==> src/rtl/dnd_pkg.sv <==
// Shared types and constants for the DNS name decompressor.
// Used by the channel interfaces and every rtl module but dnd_alu; depends on nothing.
package dnd_pkg;

   localparam int DATA_W  = 8;
   localparam int START_W = 9;
   localparam int TEXT_W  = 64;
   localparam int COUNT_W = 4;
   localparam int CONS_W  = 9;
   localparam int LANE_W  = 3;

   // Command codes of a request transaction.
   localparam logic CMD_LOAD   = 1'b0;
   localparam logic CMD_EXPAND = 1'b1;

   // Label type taken from the two top bits of a length byte.
   localparam logic [1:0] LT_LABEL   = 2'b00;
   localparam logic [1:0] LT_POINTER = 2'b11;

   localparam logic [DATA_W-1:0] CHAR_DOT  = 8'h2E;
   localparam logic [DATA_W-1:0] CHAR_ESC  = 8'h5C;
   localparam logic [DATA_W-1:0] BYTE_ZERO = 8'h00;

   localparam logic [COUNT_W-1:0] FULL_COUNT = 4'd8;
   localparam logic [CONS_W-1:0]  CONS_MAX   = 9'h1FF;

   localparam logic STATUS_OK  = 1'b0;
   localparam logic STATUS_ERR = 1'b1;

   // Byte write into the packet store.
   typedef struct packed {
      logic              en;
      logic              first;
      logic [DATA_W-1:0] data;
   } load_type;

endpackage

==> src/rtl/dnd_if.sv <==
// Valid/ready channel interfaces for requests and responses.
// Depends on dnd_pkg for field widths.
interface dnd_req_if;
   logic                         valid;
   logic                         ready;
   logic                         cmd;
   logic                         first;
   logic [dnd_pkg::DATA_W-1:0]   data_byte;
   logic [dnd_pkg::START_W-1:0]  start_offset;

   modport source (output valid, cmd, first, data_byte, start_offset, input ready);
   modport sink   (input valid, cmd, first, data_byte, start_offset, output ready);
endinterface

interface dnd_rsp_if;
   logic                         valid;
   logic                         ready;
   logic [dnd_pkg::TEXT_W-1:0]   text_word;
   logic [dnd_pkg::COUNT_W-1:0]  char_count;
   logic                         last;
   logic                         status;
   logic [dnd_pkg::CONS_W-1:0]   consumed;

   modport source (output valid, text_word, char_count, last, status, consumed,
                   input ready);
   modport sink   (input valid, text_word, char_count, last, status, consumed,
                   output ready);
endinterface

==> src/rtl/dnd_store.sv <==
// Packet store: message bytes and the loaded length, one registered read port.
// Depends on dnd_pkg for the load struct.
module dnd_store #(
   parameter int MSG_BYTES = 512
) (
   input  logic                                 clock,
   input  logic                                 reset,
   input  dnd_pkg::load_type                    load,
   input  logic [$clog2(MSG_BYTES)-1:0]         rd_addr,
   output logic [dnd_pkg::DATA_W-1:0]           rd_data,
   output logic [$clog2(MSG_BYTES+1)-1:0]       msg_len
);
   localparam int AW = $clog2(MSG_BYTES);
   localparam int LW = $clog2(MSG_BYTES + 1);

   logic [dnd_pkg::DATA_W-1:0] mem [MSG_BYTES];
   logic [dnd_pkg::DATA_W-1:0] rd_data_ff;
   logic [LW-1:0]              len_ff, len_in;
   logic                       wr_en;
   logic [AW-1:0]              wr_addr;

   // A byte that arrives with the store full is dropped, unless it starts a new message.
   always_comb begin
      wr_en   = load.en && (load.first || (len_ff < LW'(MSG_BYTES)));
      wr_addr = load.first ? '0 : len_ff[AW-1:0];
      len_in  = len_ff;
      if (wr_en) begin
         len_in = load.first ? LW'(1) : len_ff + LW'(1);
      end
   end

   always_ff @(posedge clock) begin
      if (reset) begin
         len_ff <= '0;
      end else begin
         len_ff <= len_in;
      end
   end

   always_ff @(posedge clock) begin
      if (wr_en) begin
         mem[wr_addr] <= load.data;
      end
      rd_data_ff <= mem[rd_addr];
   end

   assign rd_data = rd_data_ff;
   assign msg_len = len_ff;

endmodule

==> src/rtl/dnd_alu.sv <==
// Shared add-and-compare unit: reports whether a + b reaches the limit c.
// Standalone; the sequencer steers its operands from state.
module dnd_alu #(
   parameter int W = 16
) (
   input  logic [W-1:0] opa,
   input  logic [W-1:0] opb,
   input  logic [W-1:0] limit,
   output logic         ge
);
   logic [W:0] sum;

   assign sum = {1'b0, opa} + {1'b0, opb};
   assign ge  = sum >= {1'b0, limit};

endmodule

==> src/rtl/dnd_walk.sv <==
// Sequencer that walks a compressed name, packs text and holds the response.
// Depends on dnd_pkg, the channel interfaces and dnd_alu.
module dnd_walk #(
   parameter int MSG_BYTES  = 512,
   parameter int NAME_LIMIT = 255
) (
   input  logic                                 clock,
   input  logic                                 reset,
   dnd_req_if.sink                              req_ch,
   dnd_rsp_if.source                            rsp_ch,
   output dnd_pkg::load_type                    load,
   output logic [$clog2(MSG_BYTES)-1:0]         rd_addr,
   input  logic [dnd_pkg::DATA_W-1:0]           rd_data,
   input  logic [$clog2(MSG_BYTES+1)-1:0]       msg_len
);
   localparam int AW        = $clog2(MSG_BYTES);
   localparam int LW        = $clog2(MSG_BYTES + 1);
   localparam int PW        = (LW > 14) ? LW : 14;
   localparam int OUT_LIMIT = (NAME_LIMIT < 256) ? NAME_LIMIT : 256;
   localparam int OCW       = $clog2(OUT_LIMIT + 1);
   localparam int CW        = $clog2(MSG_BYTES + OUT_LIMIT + 130);
   localparam int XW        = ((PW > CW) ? PW : CW) + 1;

   localparam logic [3:0] S_IDLE     = 4'd0;
   localparam logic [3:0] S_HEAD_CHK = 4'd1;
   localparam logic [3:0] S_HEAD     = 4'd2;
   localparam logic [3:0] S_DECODE   = 4'd3;
   localparam logic [3:0] S_LBL_DOT  = 4'd4;
   localparam logic [3:0] S_LBL_LEN  = 4'd5;
   localparam logic [3:0] S_CHR_NEXT = 4'd6;
   localparam logic [3:0] S_CHR      = 4'd7;
   localparam logic [3:0] S_ESC      = 4'd8;
   localparam logic [3:0] S_PTR      = 4'd9;
   localparam logic [3:0] S_PTR_CHK  = 4'd10;
   localparam logic [3:0] S_FINAL    = 4'd11;
   localparam logic [3:0] S_FAIL     = 4'd12;

   logic [3:0]                    state_ff, state_in;
   logic [PW-1:0]                 rp_ff, rp_in;
   logic [PW-1:0]                 start_ff, start_in;
   logic [OCW-1:0]                oc_ff, oc_in;
   logic [CW-1:0]                 chk_ff, chk_in;
   logic                          fp_valid_ff, fp_valid_in;
   logic [PW-1:0]                 fp_len_ff, fp_len_in;
   logic [dnd_pkg::TEXT_W-1:0]    acc_ff, acc_in;
   logic [dnd_pkg::LANE_W-1:0]    accn_ff, accn_in;
   logic [dnd_pkg::DATA_W-1:0]    n_ff, n_in;
   logic [5:0]                    r_ff, r_in;

   logic                          out_valid_ff, out_valid_in;
   logic [dnd_pkg::TEXT_W-1:0]    out_word_ff, out_word_in;
   logic [dnd_pkg::COUNT_W-1:0]   out_cnt_ff, out_cnt_in;
   logic                          out_last_ff, out_last_in;
   logic                          out_status_ff, out_status_in;
   logic [dnd_pkg::CONS_W-1:0]    out_cons_ff, out_cons_in;

   logic                          accept, out_free;
   logic                          push_en;
   logic [dnd_pkg::DATA_W-1:0]    push_char;
   logic [dnd_pkg::TEXT_W-1:0]    word_set;
   logic                          emit_en;
   logic [dnd_pkg::TEXT_W-1:0]    emit_word;
   logic [dnd_pkg::COUNT_W-1:0]   emit_cnt;
   logic                          emit_last, emit_status;
   logic [dnd_pkg::CONS_W-1:0]    emit_cons;
   logic [PW-1:0]                 cons_raw;
   logic [PW-1:0]                 target;

   logic [XW-1:0]                 alu_a, alu_b, alu_c;
   logic                          alu_ge;

   dnd_alu #(.W(XW)) u_alu (
      .opa   (alu_a),
      .opb   (alu_b),
      .limit (alu_c),
      .ge    (alu_ge)
   );

   assign accept   = req_ch.valid && req_ch.ready;
   assign out_free = !out_valid_ff || rsp_ch.ready;
   assign rd_addr  = rp_ff[AW-1:0];
   assign target   = PW'({n_ff[5:0], rd_data});
   assign cons_raw = fp_valid_ff ? fp_len_ff : (rp_ff - start_ff);

   always_comb begin
      load.en    = accept && (req_ch.cmd == dnd_pkg::CMD_LOAD);
      load.first = req_ch.first;
      load.data  = req_ch.data_byte;
   end

   // Operand steering for the shared compare unit.
   always_comb begin
      alu_a = XW'(rp_ff);
      alu_b = '0;
      alu_c = XW'(msg_len);
      case (state_ff)
         S_LBL_DOT: begin
            alu_a = XW'(oc_ff);
            alu_c = XW'(OUT_LIMIT);
         end
         S_LBL_LEN: begin
            alu_a = XW'(oc_ff);
            alu_b = XW'(n_ff[5:0]);
            alu_c = XW'(OUT_LIMIT);
         end
         S_CHR: begin
            alu_a = XW'(oc_ff);
            alu_b = XW'(r_ff) + XW'(2);
            alu_c = XW'(OUT_LIMIT);
         end
         S_PTR: begin
            alu_a = XW'(target);
         end
         S_PTR_CHK: begin
            alu_a = XW'(chk_ff);
         end
         default: begin
            alu_a = XW'(rp_ff);
         end
      endcase
   end

   // Character packing: a full word of eight characters leaves at once.
   always_comb begin
      word_set = acc_ff;
      word_set[{accn_ff, 3'b000} +: 8] = push_char;
   end

   always_comb begin
      state_in    = state_ff;
      rp_in       = rp_ff;
      start_in    = start_ff;
      oc_in       = oc_ff;
      chk_in      = chk_ff;
      fp_valid_in = fp_valid_ff;
      fp_len_in   = fp_len_ff;
      acc_in      = acc_ff;
      accn_in     = accn_ff;
      n_in        = n_ff;
      r_in        = r_ff;
      push_en     = 1'b0;
      push_char   = rd_data;
      emit_en     = 1'b0;
      emit_word   = '0;
      emit_cnt    = '0;
      emit_last   = 1'b1;
      emit_status = dnd_pkg::STATUS_OK;
      emit_cons   = '0;
      req_ch.ready = 1'b0;

      case (state_ff)
         S_IDLE: begin
            req_ch.ready = 1'b1;
            if (accept && (req_ch.cmd == dnd_pkg::CMD_EXPAND)) begin
               rp_in       = PW'(req_ch.start_offset);
               start_in    = PW'(req_ch.start_offset);
               oc_in       = '0;
               chk_in      = '0;
               fp_valid_in = 1'b0;
               acc_in      = '0;
               accn_in     = '0;
               state_in    = S_HEAD_CHK;
            end
         end
         S_HEAD_CHK: begin
            state_in = alu_ge ? S_FAIL : S_HEAD;
         end
         S_HEAD: begin
            n_in     = rd_data;
            rp_in    = rp_ff + PW'(1);
            state_in = S_DECODE;
         end
         S_DECODE: begin
            if (n_ff == dnd_pkg::BYTE_ZERO) begin
               state_in = S_FINAL;
            end else begin
               case (n_ff[7:6])
                  dnd_pkg::LT_LABEL: begin
                     state_in = (oc_ff != '0) ? S_LBL_DOT : S_LBL_LEN;
                  end
                  dnd_pkg::LT_POINTER: begin
                     if (!fp_valid_ff) begin
                        fp_valid_in = 1'b1;
                        fp_len_in   = rp_ff - start_ff + PW'(1);
                     end
                     state_in = alu_ge ? S_FAIL : S_PTR;
                  end
                  default: begin
                     state_in = S_FAIL;
                  end
               endcase
            end
         end
         S_LBL_DOT: begin
            if (alu_ge) begin
               state_in = S_FAIL;
            end else if (out_free) begin
               push_en   = 1'b1;
               push_char = dnd_pkg::CHAR_DOT;
               state_in  = S_LBL_LEN;
            end
         end
         S_LBL_LEN: begin
            if (alu_ge) begin
               state_in = S_FAIL;
            end else begin
               chk_in   = chk_ff + CW'(n_ff[5:0]) + CW'(1);
               r_in     = n_ff[5:0];
               state_in = S_CHR_NEXT;
            end
         end
         S_CHR_NEXT: begin
            // Also catches a label whose last character ends the message.
            if (alu_ge) begin
               state_in = S_FAIL;
            end else if (r_ff == '0) begin
               state_in = S_HEAD_CHK;
            end else begin
               r_in     = r_ff - 6'd1;
               state_in = S_CHR;
            end
         end
         S_CHR: begin
            if (rd_data == dnd_pkg::CHAR_DOT) begin
               if (alu_ge) begin
                  state_in = S_FAIL;
               end else if (out_free) begin
                  push_en   = 1'b1;
                  push_char = dnd_pkg::CHAR_ESC;
                  rp_in     = rp_ff + PW'(1);
                  state_in  = S_ESC;
               end
            end else if (out_free) begin
               push_en  = 1'b1;
               rp_in    = rp_ff + PW'(1);
               state_in = S_CHR_NEXT;
            end
         end
         S_ESC: begin
            if (out_free) begin
               push_en   = 1'b1;
               push_char = dnd_pkg::CHAR_DOT;
               state_in  = S_CHR_NEXT;
            end
         end
         S_PTR: begin
            if (alu_ge) begin
               state_in = S_FAIL;
            end else begin
               rp_in    = target;
               chk_in   = chk_ff + CW'(2);
               state_in = S_PTR_CHK;
            end
         end
         S_PTR_CHK: begin
            state_in = alu_ge ? S_FAIL : S_HEAD_CHK;
         end
         S_FINAL: begin
            if (out_free) begin
               emit_en   = 1'b1;
               emit_word = acc_ff;
               emit_cnt  = {1'b0, accn_ff};
               emit_cons = (cons_raw > PW'(dnd_pkg::CONS_MAX)) ?
                           dnd_pkg::CONS_MAX : cons_raw[dnd_pkg::CONS_W-1:0];
               state_in  = S_IDLE;
            end
         end
         S_FAIL: begin
            if (out_free) begin
               emit_en     = 1'b1;
               emit_status = dnd_pkg::STATUS_ERR;
               state_in    = S_IDLE;
            end
         end
         default: begin
            state_in = S_IDLE;
         end
      endcase

      if (push_en) begin
         oc_in = oc_ff + OCW'(1);
         if (accn_ff == '1) begin
            emit_en   = 1'b1;
            emit_word = word_set;
            emit_cnt  = dnd_pkg::FULL_COUNT;
            emit_last = 1'b0;
            acc_in    = '0;
            accn_in   = '0;
         end else begin
            acc_in  = word_set;
            accn_in = accn_ff + dnd_pkg::LANE_W'(1);
         end
      end
   end

   // Response register; the sequencer only emits when it is free.
   always_comb begin
      out_valid_in  = out_valid_ff;
      out_word_in   = out_word_ff;
      out_cnt_in    = out_cnt_ff;
      out_last_in   = out_last_ff;
      out_status_in = out_status_ff;
      out_cons_in   = out_cons_ff;
      if (emit_en) begin
         out_valid_in  = 1'b1;
         out_word_in   = emit_word;
         out_cnt_in    = emit_cnt;
         out_last_in   = emit_last;
         out_status_in = emit_status;
         out_cons_in   = emit_cons;
      end else if (rsp_ch.ready) begin
         out_valid_in = 1'b0;
      end
   end

   always_ff @(posedge clock) begin
      if (reset) begin
         state_ff     <= S_IDLE;
         out_valid_ff <= 1'b0;
         fp_valid_ff  <= 1'b0;
      end else begin
         state_ff     <= state_in;
         out_valid_ff <= out_valid_in;
         fp_valid_ff  <= fp_valid_in;
      end
   end

   always_ff @(posedge clock) begin
      rp_ff         <= rp_in;
      start_ff      <= start_in;
      oc_ff         <= oc_in;
      chk_ff        <= chk_in;
      fp_len_ff     <= fp_len_in;
      acc_ff        <= acc_in;
      accn_ff       <= accn_in;
      n_ff          <= n_in;
      r_ff          <= r_in;
      out_word_ff   <= out_word_in;
      out_cnt_ff    <= out_cnt_in;
      out_last_ff   <= out_last_in;
      out_status_ff <= out_status_in;
      out_cons_ff   <= out_cons_in;
   end

   assign rsp_ch.valid      = out_valid_ff;
   assign rsp_ch.text_word  = out_word_ff;
   assign rsp_ch.char_count = out_cnt_ff;
   assign rsp_ch.last       = out_last_ff;
   assign rsp_ch.status     = out_status_ff;
   assign rsp_ch.consumed   = out_cons_ff;

endmodule

==> src/rtl/dns_name_decompress_top.sv <==
// Loads may follow back to back. Expand: each length byte takes a bounds check, a store
// read and a decode; a label adds a length check, the separating dot after the first
// label, an end check and a push per character, an extra push per escaped dot and a
// closing end check; a pointer adds a target and a loop check; last comes the result.
// Not ready during an expansion; stalls on the response channel hold the walk.
// Synchronous reset clears control state and the loaded length; store undefined.
module dns_name_decompress_top #(
   parameter int MSG_BYTES  = 512,
   parameter int NAME_LIMIT = 255
) (
   input  logic        clock,
   input  logic        reset,
   dnd_req_if.sink     req_ch,
   dnd_rsp_if.source   rsp_ch
);
   localparam int AW = $clog2(MSG_BYTES);
   localparam int LW = $clog2(MSG_BYTES + 1);

   dnd_pkg::load_type            load;
   logic [AW-1:0]                rd_addr;
   logic [dnd_pkg::DATA_W-1:0]   rd_data;
   logic [LW-1:0]                msg_len;

   dnd_store #(.MSG_BYTES(MSG_BYTES)) u_store (
      .clock   (clock),
      .reset   (reset),
      .load    (load),
      .rd_addr (rd_addr),
      .rd_data (rd_data),
      .msg_len (msg_len)
   );

   dnd_walk #(.MSG_BYTES(MSG_BYTES), .NAME_LIMIT(NAME_LIMIT)) u_walk (
      .clock   (clock),
      .reset   (reset),
      .req_ch  (req_ch),
      .rsp_ch  (rsp_ch),
      .load    (load),
      .rd_addr (rd_addr),
      .rd_data (rd_data),
      .msg_len (msg_len)
   );

endmodule

==> src/flat_wrapper.sv <==
// flat-port wrapper written by rule: the top's interface ports become plain ports
module dns_name_decompress_top_flat 
#(
   parameter int MSG_BYTES  = 512,
   parameter int NAME_LIMIT = 255
)
  (clock, reset, req_ch_valid, req_ch_cmd, req_ch_first, req_ch_data_byte, req_ch_start_offset, req_ch_ready, rsp_ch_valid, rsp_ch_text_word, rsp_ch_char_count, rsp_ch_last, rsp_ch_status, rsp_ch_consumed, rsp_ch_ready);
  dnd_req_if req_ch_i ();
  dnd_rsp_if rsp_ch_i ();
  input  logic clock;
  input  logic reset;
  input wire logic [$bits(req_ch_i.valid)-1:0] req_ch_valid;
  input wire logic [$bits(req_ch_i.cmd)-1:0] req_ch_cmd;
  input wire logic [$bits(req_ch_i.first)-1:0] req_ch_first;
  input wire logic [$bits(req_ch_i.data_byte)-1:0] req_ch_data_byte;
  input wire logic [$bits(req_ch_i.start_offset)-1:0] req_ch_start_offset;
  output wire logic [$bits(req_ch_i.ready)-1:0] req_ch_ready;
  output wire logic [$bits(rsp_ch_i.valid)-1:0] rsp_ch_valid;
  output wire logic [$bits(rsp_ch_i.text_word)-1:0] rsp_ch_text_word;
  output wire logic [$bits(rsp_ch_i.char_count)-1:0] rsp_ch_char_count;
  output wire logic [$bits(rsp_ch_i.last)-1:0] rsp_ch_last;
  output wire logic [$bits(rsp_ch_i.status)-1:0] rsp_ch_status;
  output wire logic [$bits(rsp_ch_i.consumed)-1:0] rsp_ch_consumed;
  input wire logic [$bits(rsp_ch_i.ready)-1:0] rsp_ch_ready;
  assign req_ch_i.valid = req_ch_valid;
  assign req_ch_i.cmd = req_ch_cmd;
  assign req_ch_i.first = req_ch_first;
  assign req_ch_i.data_byte = req_ch_data_byte;
  assign req_ch_i.start_offset = req_ch_start_offset;
  assign req_ch_ready = req_ch_i.ready;
  assign rsp_ch_valid = rsp_ch_i.valid;
  assign rsp_ch_text_word = rsp_ch_i.text_word;
  assign rsp_ch_char_count = rsp_ch_i.char_count;
  assign rsp_ch_last = rsp_ch_i.last;
  assign rsp_ch_status = rsp_ch_i.status;
  assign rsp_ch_consumed = rsp_ch_i.consumed;
  assign rsp_ch_i.ready = rsp_ch_ready;
  dns_name_decompress_top #(.MSG_BYTES(MSG_BYTES), .NAME_LIMIT(NAME_LIMIT)) u_core (.clock(clock), .reset(reset), .req_ch(req_ch_i), .rsp_ch(rsp_ch_i));
endmodule
==> config.mk <==
export PLATFORM = sky130hd
export DESIGN_NAME = dns_name_decompress_top_flat
export DESIGN_NICKNAME = d
export VERILOG_FILES = /design/src/rtl/dnd_pkg.sv /design/src/rtl/dnd_if.sv /design/src/rtl/dnd_store.sv /design/src/rtl/dnd_alu.sv /design/src/rtl/dnd_walk.sv /design/src/rtl/dns_name_decompress_top.sv /design/src/flat_wrapper.sv
export SDC_FILE = /design/constraint.sdc
export NUM_CORES = 2
export LEC_CHECK = 0
export BUFFER_PORTS_ARGS = -buffer_cell sky130_fd_sc_hd__buf_2
export CAP_MARGIN = 15
export CORE_AREA = 2 2 517 519
export CTS_CLUSTER_DIAMETER = 40
export CTS_CLUSTER_SIZE = 40
export DETAILED_ROUTE_END_ITERATION = 7
export DIE_AREA = 0 0 519 521
export PLACE_DENSITY_LB_ADDON = 0.05
export SETUP_SLACK_MARGIN = 0.2
export SLEW_MARGIN = 20
export SYNTH_ARGS = -nofsm -noshare
export SYNTH_HDL_FRONTEND = slang
export SYNTH_SLANG_ARGS = --single-unit
==> constraint.sdc <==
create_clock -name clock -period 22 [get_ports clock]
set_clock_uncertainty 0.2 [all_clocks]
set_input_delay 3.3 -clock clock [delete_from_list [all_inputs] [get_ports clock]]
set_output_delay 3.3 -clock clock [all_outputs]
set_load 0.005 [all_outputs]
# Word level (Yosys, flattened, before mapping)
# Memories as Yosys holds them, arrays and structs flattened. A register that Yosys moved wholly into a read port is not among the register bits.
# Index checks and enable logic that the tools add are counted.
dict set report classes {
  n_bitwise 3
  magnitude_cmp 3
  n_shift 2
  add_sub_neg 13
  muxes 83
  n_eq_ne 26
  reduce_logical 30
}
# cell n
set op_table {}
lappend op_table {{$mux W64} 8}
lappend op_table {{$mux W14} 6}
lappend op_table {{$bwmux W64} 1}
lappend op_table {{$mux W8} 8}
lappend op_table {{$shift A8 B8 Y64 const A} 1}
lappend op_table {{$shiftx A8 B8 Y64} 1}
lappend op_table {{$mux W4} 15}
lappend op_table {{$pmux W14 S4} 1}
lappend op_table {{$mux W10} 5}
lappend op_table {{$pmux W4 S12} 1}
lappend op_table {{$pmux W14 S3} 1}
lappend op_table {{$pmux W10 S3} 1}
lappend op_table {{$add A14 B1 Y14 const B} 2}
lappend op_table {{$mux W3} 9}
lappend op_table {{$pmux W8 S3} 1}
lappend op_table {{$reduce_and A4 Y1} 6}
lappend op_table {{$add A10 B1 Y10 const B} 2}
lappend op_table {{$eq A4 B4 Y1 const B} 5}
lappend op_table {{$mux W6} 3}
lappend op_table {{$mux W9} 2}
lappend op_table {{$eq A4 B3 Y1 const B} 4}
lappend op_table {{$ge A16 B10 Y1} 1}
lappend op_table {{$mux W1} 16}
lappend op_table {{$add A14 B7 Y15} 1}
lappend op_table {{39 further kinds} 59}
dict set report word_totals {
  register_bits 231
  ram_bits 4096
  n_memories 1
  elab_cells 179
}
# name words width rd rd_ports_with_merged_regs wr line_no
set memory_table {}
lappend memory_table {u_core.u_store.mem 512 8 1 1 1 dnd_store.sv:16} ;# logic [dnd_pkg::DATA_W-1:0] mem [MSG_BYTES];

# Longest topological paths before layout
dict set report logic_depth {
  depth_word 12
  mapped_depth 26
}

# By module
# A second synthesis with hierarchy kept.
dict set report unflattened {
  hier_cells 9435
  area_unflattened_um2 174577.4
}
# module cells_each area_each_um2 seq_area_each_um2 instances
set by_module_without_submodules {}
lappend by_module_without_submodules {dnd_store 8161 161242.1 123358.3 1}
lappend by_module_without_submodules {dnd_walk 1111 12109.1 6576.3 1}
lappend by_module_without_submodules {dnd_alu 163 1226.2 0.0 1}

# Least setup slack after synthesis
# OpenSTA, ideal clock, no wires.
dict set report synth_path {
  path_type {input-to-reg}
  start {in rsp_ch_ready}
  end {reg u_core.u_walk.out_cnt_ff (netlist bit u_core.u_walk.rsp_ch.char_count[0]) (enable)}
  path_stages 2
  t_required_ps 21175
  setup_time_ps 625
  path_slack_ps 12228
  arrival_time_ps 8947
  cell_sequence {nor2b_1 -> o21ai_0}
}
dict set report synth_via {
  elab_chain_len 6
}
# element line_no
set synth_lines {}
lappend synth_lines {{start, declared} flat_wrapper.sv:24} ;# input wire logic [$bits(rsp_ch_i.ready)-1:0] rsp_ch_ready;
lappend synth_lines {{$logic_or A1 B1 Y1 *} dnd_walk.sv:80} ;# assign out_free = !out_valid_ff || rsp_ch.ready;
lappend synth_lines {{$mux W1 *} n/a}
lappend synth_lines {{$mux W1} dnd_walk.sv:225} ;# if (alu_ge) begin
lappend synth_lines {{$mux W1} dnd_walk.sv:224} ;# if (rd_data == dnd_pkg::CHAR_DOT) begin
lappend synth_lines {{$pmux W1 S3} dnd_walk.sv:151} ;# case (state_ff)
lappend synth_lines {{$mux W1 *} dnd_walk.sv:280} ;# if (push_en) begin
lappend synth_lines {{net u_core.u_walk.emit_en} dnd_walk.sv:61} ;# logic emit_en;
lappend synth_lines {{end signal, assigned} dnd_walk.sv:339} ;# out_cnt_ff <= out_cnt_in;
lappend synth_lines {{end, declared} dnd_walk.sv:52} ;# logic [dnd_pkg::COUNT_W-1:0] out_cnt_ff, out_cnt_in;
# The timed path passes the listed nets; every way through them passes the cells marked *.
# A chain may end at the register's enable or synchronous reset.

# Worst setup path in the final report
dict set report layout_path {
  start {reg u_core.u_walk.state_ff[0]}
  end {reg u_core.u_walk.out_word_ff (netlist bit u_core.u_walk.rsp_ch.text_word[53]) (enable)}
}
dict set report layout_via {
  elab_chain_len 9
}
# element line_no
set layout_lines {}
lappend layout_lines {{start, declared} dnd_walk.sv:38} ;# logic [3:0] state_ff, state_in;
lappend layout_lines {{start signal, assigned} dnd_walk.sv:322} ;# state_ff <= state_in;
lappend layout_lines {{$eq A4 B3 Y1 (on tied branches)} {dnd_walk.sv:96, dnd_walk.sv:151}}
lappend layout_lines {{$reduce_or A3 Y1 (no line)} n/a}
lappend layout_lines {{$pmux W14 S3} dnd_walk.sv:96} ;# case (state_ff)
lappend layout_lines {{$add A14 B7 Y15} dnd_alu.sv:13} ;# assign sum = {1'b0, opa} + {1'b0, opb};
lappend layout_lines {{$ge A16 B10 Y1} dnd_alu.sv:14} ;# assign ge = sum >= {1'b0, limit};
lappend layout_lines {{$mux W1} dnd_walk.sv:225}
lappend layout_lines {{$mux W1} dnd_walk.sv:224}
lappend layout_lines {{$pmux W1 S3} dnd_walk.sv:151}
lappend layout_lines {{$mux W1 *} dnd_walk.sv:280}
lappend layout_lines {{net u_core.u_walk.emit_en} dnd_walk.sv:61}
lappend layout_lines {{end signal, assigned} dnd_walk.sv:338} ;# out_word_ff <= out_word_in;
lappend layout_lines {{end, declared} dnd_walk.sv:51} ;# logic [dnd_pkg::TEXT_W-1:0] out_word_ff, out_word_in;
# Marked as above.

==> results.py <==
metrics = {
    "clock_network": {
        "clk_path_buf_depth": 4,
        "numCtsBuffers": 532,
        "cts.clk_slew.worst_paths_ps": 60,
        "postCtsSetupBuffers": 0,
        "cts_max_level": 6,
        "cts_tree": "yes",
        "cts-root-buf": "clkbuf_16",
        "cts_resized": 0,
        "holdBufCountCts": 0,
        "insertion_delay_ps": 1030,
        "clock_sinks": 4335,
    },
    "yosys": {
        "yosys.area.top_type": "edfxtp_1",
        "seq_area_frac_synth_pct": 75.8,
        "syn_inst": 9031,
        "yosysWarnings": 0,
        "avgSynthCellArea_um2": 19.0,
        "async_flop_share_pct": 0,
        "synth-edff-count": 4311,
        "synthTopCellsByArea": "edfxtp_1 (75%), mux4_2 (9.2%), mux2i_1 (4.5%)",
        "synth_seq_cells": 4335,
        "synth_cell_types": 83,
        "synth_top_area_share_pct": 75.5,
        "syn-num-nets": 9109,
        "synth_area_mm2": 0.172,
        "ys_dominant_reg_cell": "edfxtp_1",
    },
    "layout": {
        "synthToLayoutAreaGrowth_pct": 13.1,
        "layout-drive-gt1-share_pct": 20.3,
        "stdcell_area_mm2": 0.194,
        "final_nets": 9347,
    },
    "grt": {
        "grt_pass1_vias": 89500,
        "grt_max_degree": 167,
        "track_usage_pct": 32.3,
        "grt_antenna_before_repair": 13,
        "gr-total-overflow": 0,
        "grt_pass1_wl_um": 632000,
    },
    "timing": {
        "setup_viol": 0,
        "fin_ws_ps": 14460,
        "slew_headroom_pct": 20.1,
        "fin_crit_sh_pct": 34.3,
        "min_period_ps": 7540,
        "tightest_slew_ps": 1190,
        "fin_setup_tns_ps": 0,
        "max_freq_mhz": 133,
        "hold_violations": 0,
        "slew_violations": 0,
        "rsz0062_at_grt": "false",
    },
    "hold_path": {
        "whs_path_depth": 2,
        "min_path_type": "reg -> reg",
        "worstHoldStart": "u_core.u_walk.acc_ff[34]",
        "min_to": "u_core.u_walk.rsp_ch.text_word[34]",
    },
    "detailed_routing": {
        "num_vias": 91100,
        "met2_length_um": 204000,
        "drc_errors": 0,
        "detail-route-antenna-nets": 0,
        "topRoutingLayerUsed": "met5",
        "routed_wl_um": 438000,
        "wl_met3_um": 45600,
        "wl_per_cell_um": 33.0,
        "drt-met1-wl_um": 172000,
        "drt-initial-drc-count": 12500,
        "vias_per_cell": 6.87,
        "dr.pass1.iters": 8,
    },
    "floorplan": {
        "die-area_mm2": 0.270,
        "die_x_um": 519,
        "start_util_pct": 64.9,
        "num_rows": 189,
        "ios": 104,
        "core_mm2": 0.264,
        "chipHeight_um": 521,
    },
    "power_and_ir_drop": {
        "p_per_area_mw_per_mm2": 113,
        "irDropWorstVdd_v": 0.0000948,
        "power.total_mw": 21.9,
        "p_leak_nw": 63.0,
    },
    "placement": {
        "gp_congestion": 0.914,
        "port_buffers": 103,
        "place_area_mm2": 0.176,
        "place_hpwl_um": 258000,
        "place_ws_ps": 14520,
    },
    "worst_setup_path": {
        "reg2reg_slack_ps": 14460,
        "endpoint_kind": "flip-flop",
        "path_max_fanout": 79,
        "startpoint_type": "flip-flop",
        "r2r_cells": 20,
        "cp_data_arrival_time_ps": 7950,
        "crit_required_ps": 22410,
        "worst_r2r_endpoint": "u_core.u_walk.rsp_ch.text_word[53]",
        "crit_type": "reg -> reg",
        "worstReg2RegStart": "u_core.u_walk.state_ff[0]",
    },
    "run_status": {
        "outcome": "finished, final reports clean",
    },
    "job": {
        "cap_viol_max_count": 0,
    },
}
## cell type report
| class | instances | area, µm² |
|---|---|---|
| antenna | 13 | 32.5 |
| clock buffer | 588 | 13900 |
| clock inverter | 382 | 4310 |
| fill | 15400 | 70400 |
| inverter | 73 | 274 |
| multi-input combinational | 4065 | 39100 |
| sequential | 4335 | 130000 |
| tap | 3533 | 4420 |
| timing repair buffer | 262 | 2020 |
## synthesized netlist by cell type (all sizes together) (73+ instances only)
cell and instances:
a21oi 137, a22oi 152, a31oi 73, buf 295, clkbuf 263, edfxtp 4311, mux2i 773, mux4 704
nand2 298, nand3 99, nor2 644, o21ai 187, o22ai 262
## flip-flops by register name (all words and copies together) (netlist names), 4 cells and up
| name | cells |
|---|---|
| u_core.u_walk.n_ff | 8 |
| u_core.u_store.msg_len | 10 |
| u_core.u_walk.rsp_ch.consumed | 9 |
| u_core.u_walk.rsp_ch.text_word | 64 |
| u_core.u_walk.fp_len_ff | 14 |
| u_core.u_walk.rp_ff | 14 |
| u_core.u_walk.state_ff | 4 |
| u_core.u_walk.r_ff | 6 |
| u_core.u_walk.acc_ff | 64 |
| u_core.u_walk.rsp_ch.char_count | 4 |
| u_core.u_walk.start_ff | 9 |
| u_core.u_walk.chk_ff | 10 |
| u_core.u_store.mem | 4096 |
| u_core.u_store.rd_data | 8 |
| u_core.u_walk.oc_ff | 8 |
## through the flow
step                hold slack, ps  cells  util [%]
finish                         355  13300      73.4
floorplan                      254   9031         -
detailed placement             349  12300      66.4
global placement               349  12300      66.4
global route                   382  13200      73.3
CTS                            353  13200      73.3
## power breakdown
group | total [mW] | internal [mW] | leakage [nW] | switching (mW)
Sequential | 9.39 | 9.24 | 39.0 | 0.154
Combinational | 3.65 | 1.38 | 15.2 | 2.27
Clock | 8.84 | 5.21 | 8.78 | 3.64
## critical path, stage by stage (launching register included)
cell      delay, ps
dfxtp_1         910
nor2b_1         240
nor2_1          810
a222oi_1        270
a21oi_1         350
ha_1            290
a21o_1          190
a211o_1         290
o21ai_0         320
xor2_1          200
ha_1            260
a211oi_1        210
o21ai_0         100
o21bai_1        200
a211oi_1        430
nor2_1          340
nor2b_1         190
buf_4           290
inv_1           170
o21ai_4          80
buf_4           740
## cells in the final DEF, fill, tap and decap left out, types with 137 or more instances in the layout
cell and instances:
buf_4 141, o21ai_0 165, a21oi_1 137, a22oi_1 152, nand2_1 284, o22ai_1 261, mux2i_1 773, nor2_1 629
edfxtp_1 4311, clkbuf_16 548, mux4_2 704
## layer usage
| layer | track usage (%) | vias to the layer above |
|---|---|---|
| met1 | 47.5 | 47000 |
| met3 | 6.63 | 825 |
| met5 | 0 | - |
| li1 | - | 37600 |
| met2 | 49.1 | 5672 |
| met4 | 11.6 | 10 |
## cells by family (layout without fill, tap and decap cells)
| group | after synthesis | count (layout) | synth area share, % |
|---|---|---|---|
| AOI/OAI and AO/OA | 1158 | 1158 | 4.62 |
| xor gates and xnor gates | 63 | 63 | 0.322 |
| adders and majority gates | 55 | 55 | 0.414 |
| buffers and inverters | 631 | 1305 | 1.72 |
| DFF | 4335 | 4335 | 75.8 |
| muxes | 1479 | 1479 | 13.8 |
| other | 0 | 13 | 0 |
| and+or+nand+nor | 1310 | 1310 | 3.40 |
## worst max path at each step
stage,from,endpoint,slack [ps]
2_1_floorplan,rsp_ch_ready,u_core.u_walk.rsp_ch.char_count[0],12230
3_3_place_gp,u_core.u_walk.state_ff[0],u_core.u_walk.rsp_ch.text_word[49],14560
3_5_place_dp,req_ch_cmd,u_core.u_store.mem[446][0],14520
4_1_cts,u_core.u_walk.state_ff[0],u_core.u_walk.rsp_ch.text_word[30],14510
5_1_grt,u_core.u_walk.state_ff[0],u_core.u_walk.rsp_ch.text_word[45],13950
6_report,u_core.u_walk.state_ff[0],u_core.u_walk.rsp_ch.text_word[53],14460
No activity file was read; power rests on OpenSTA's default activity.
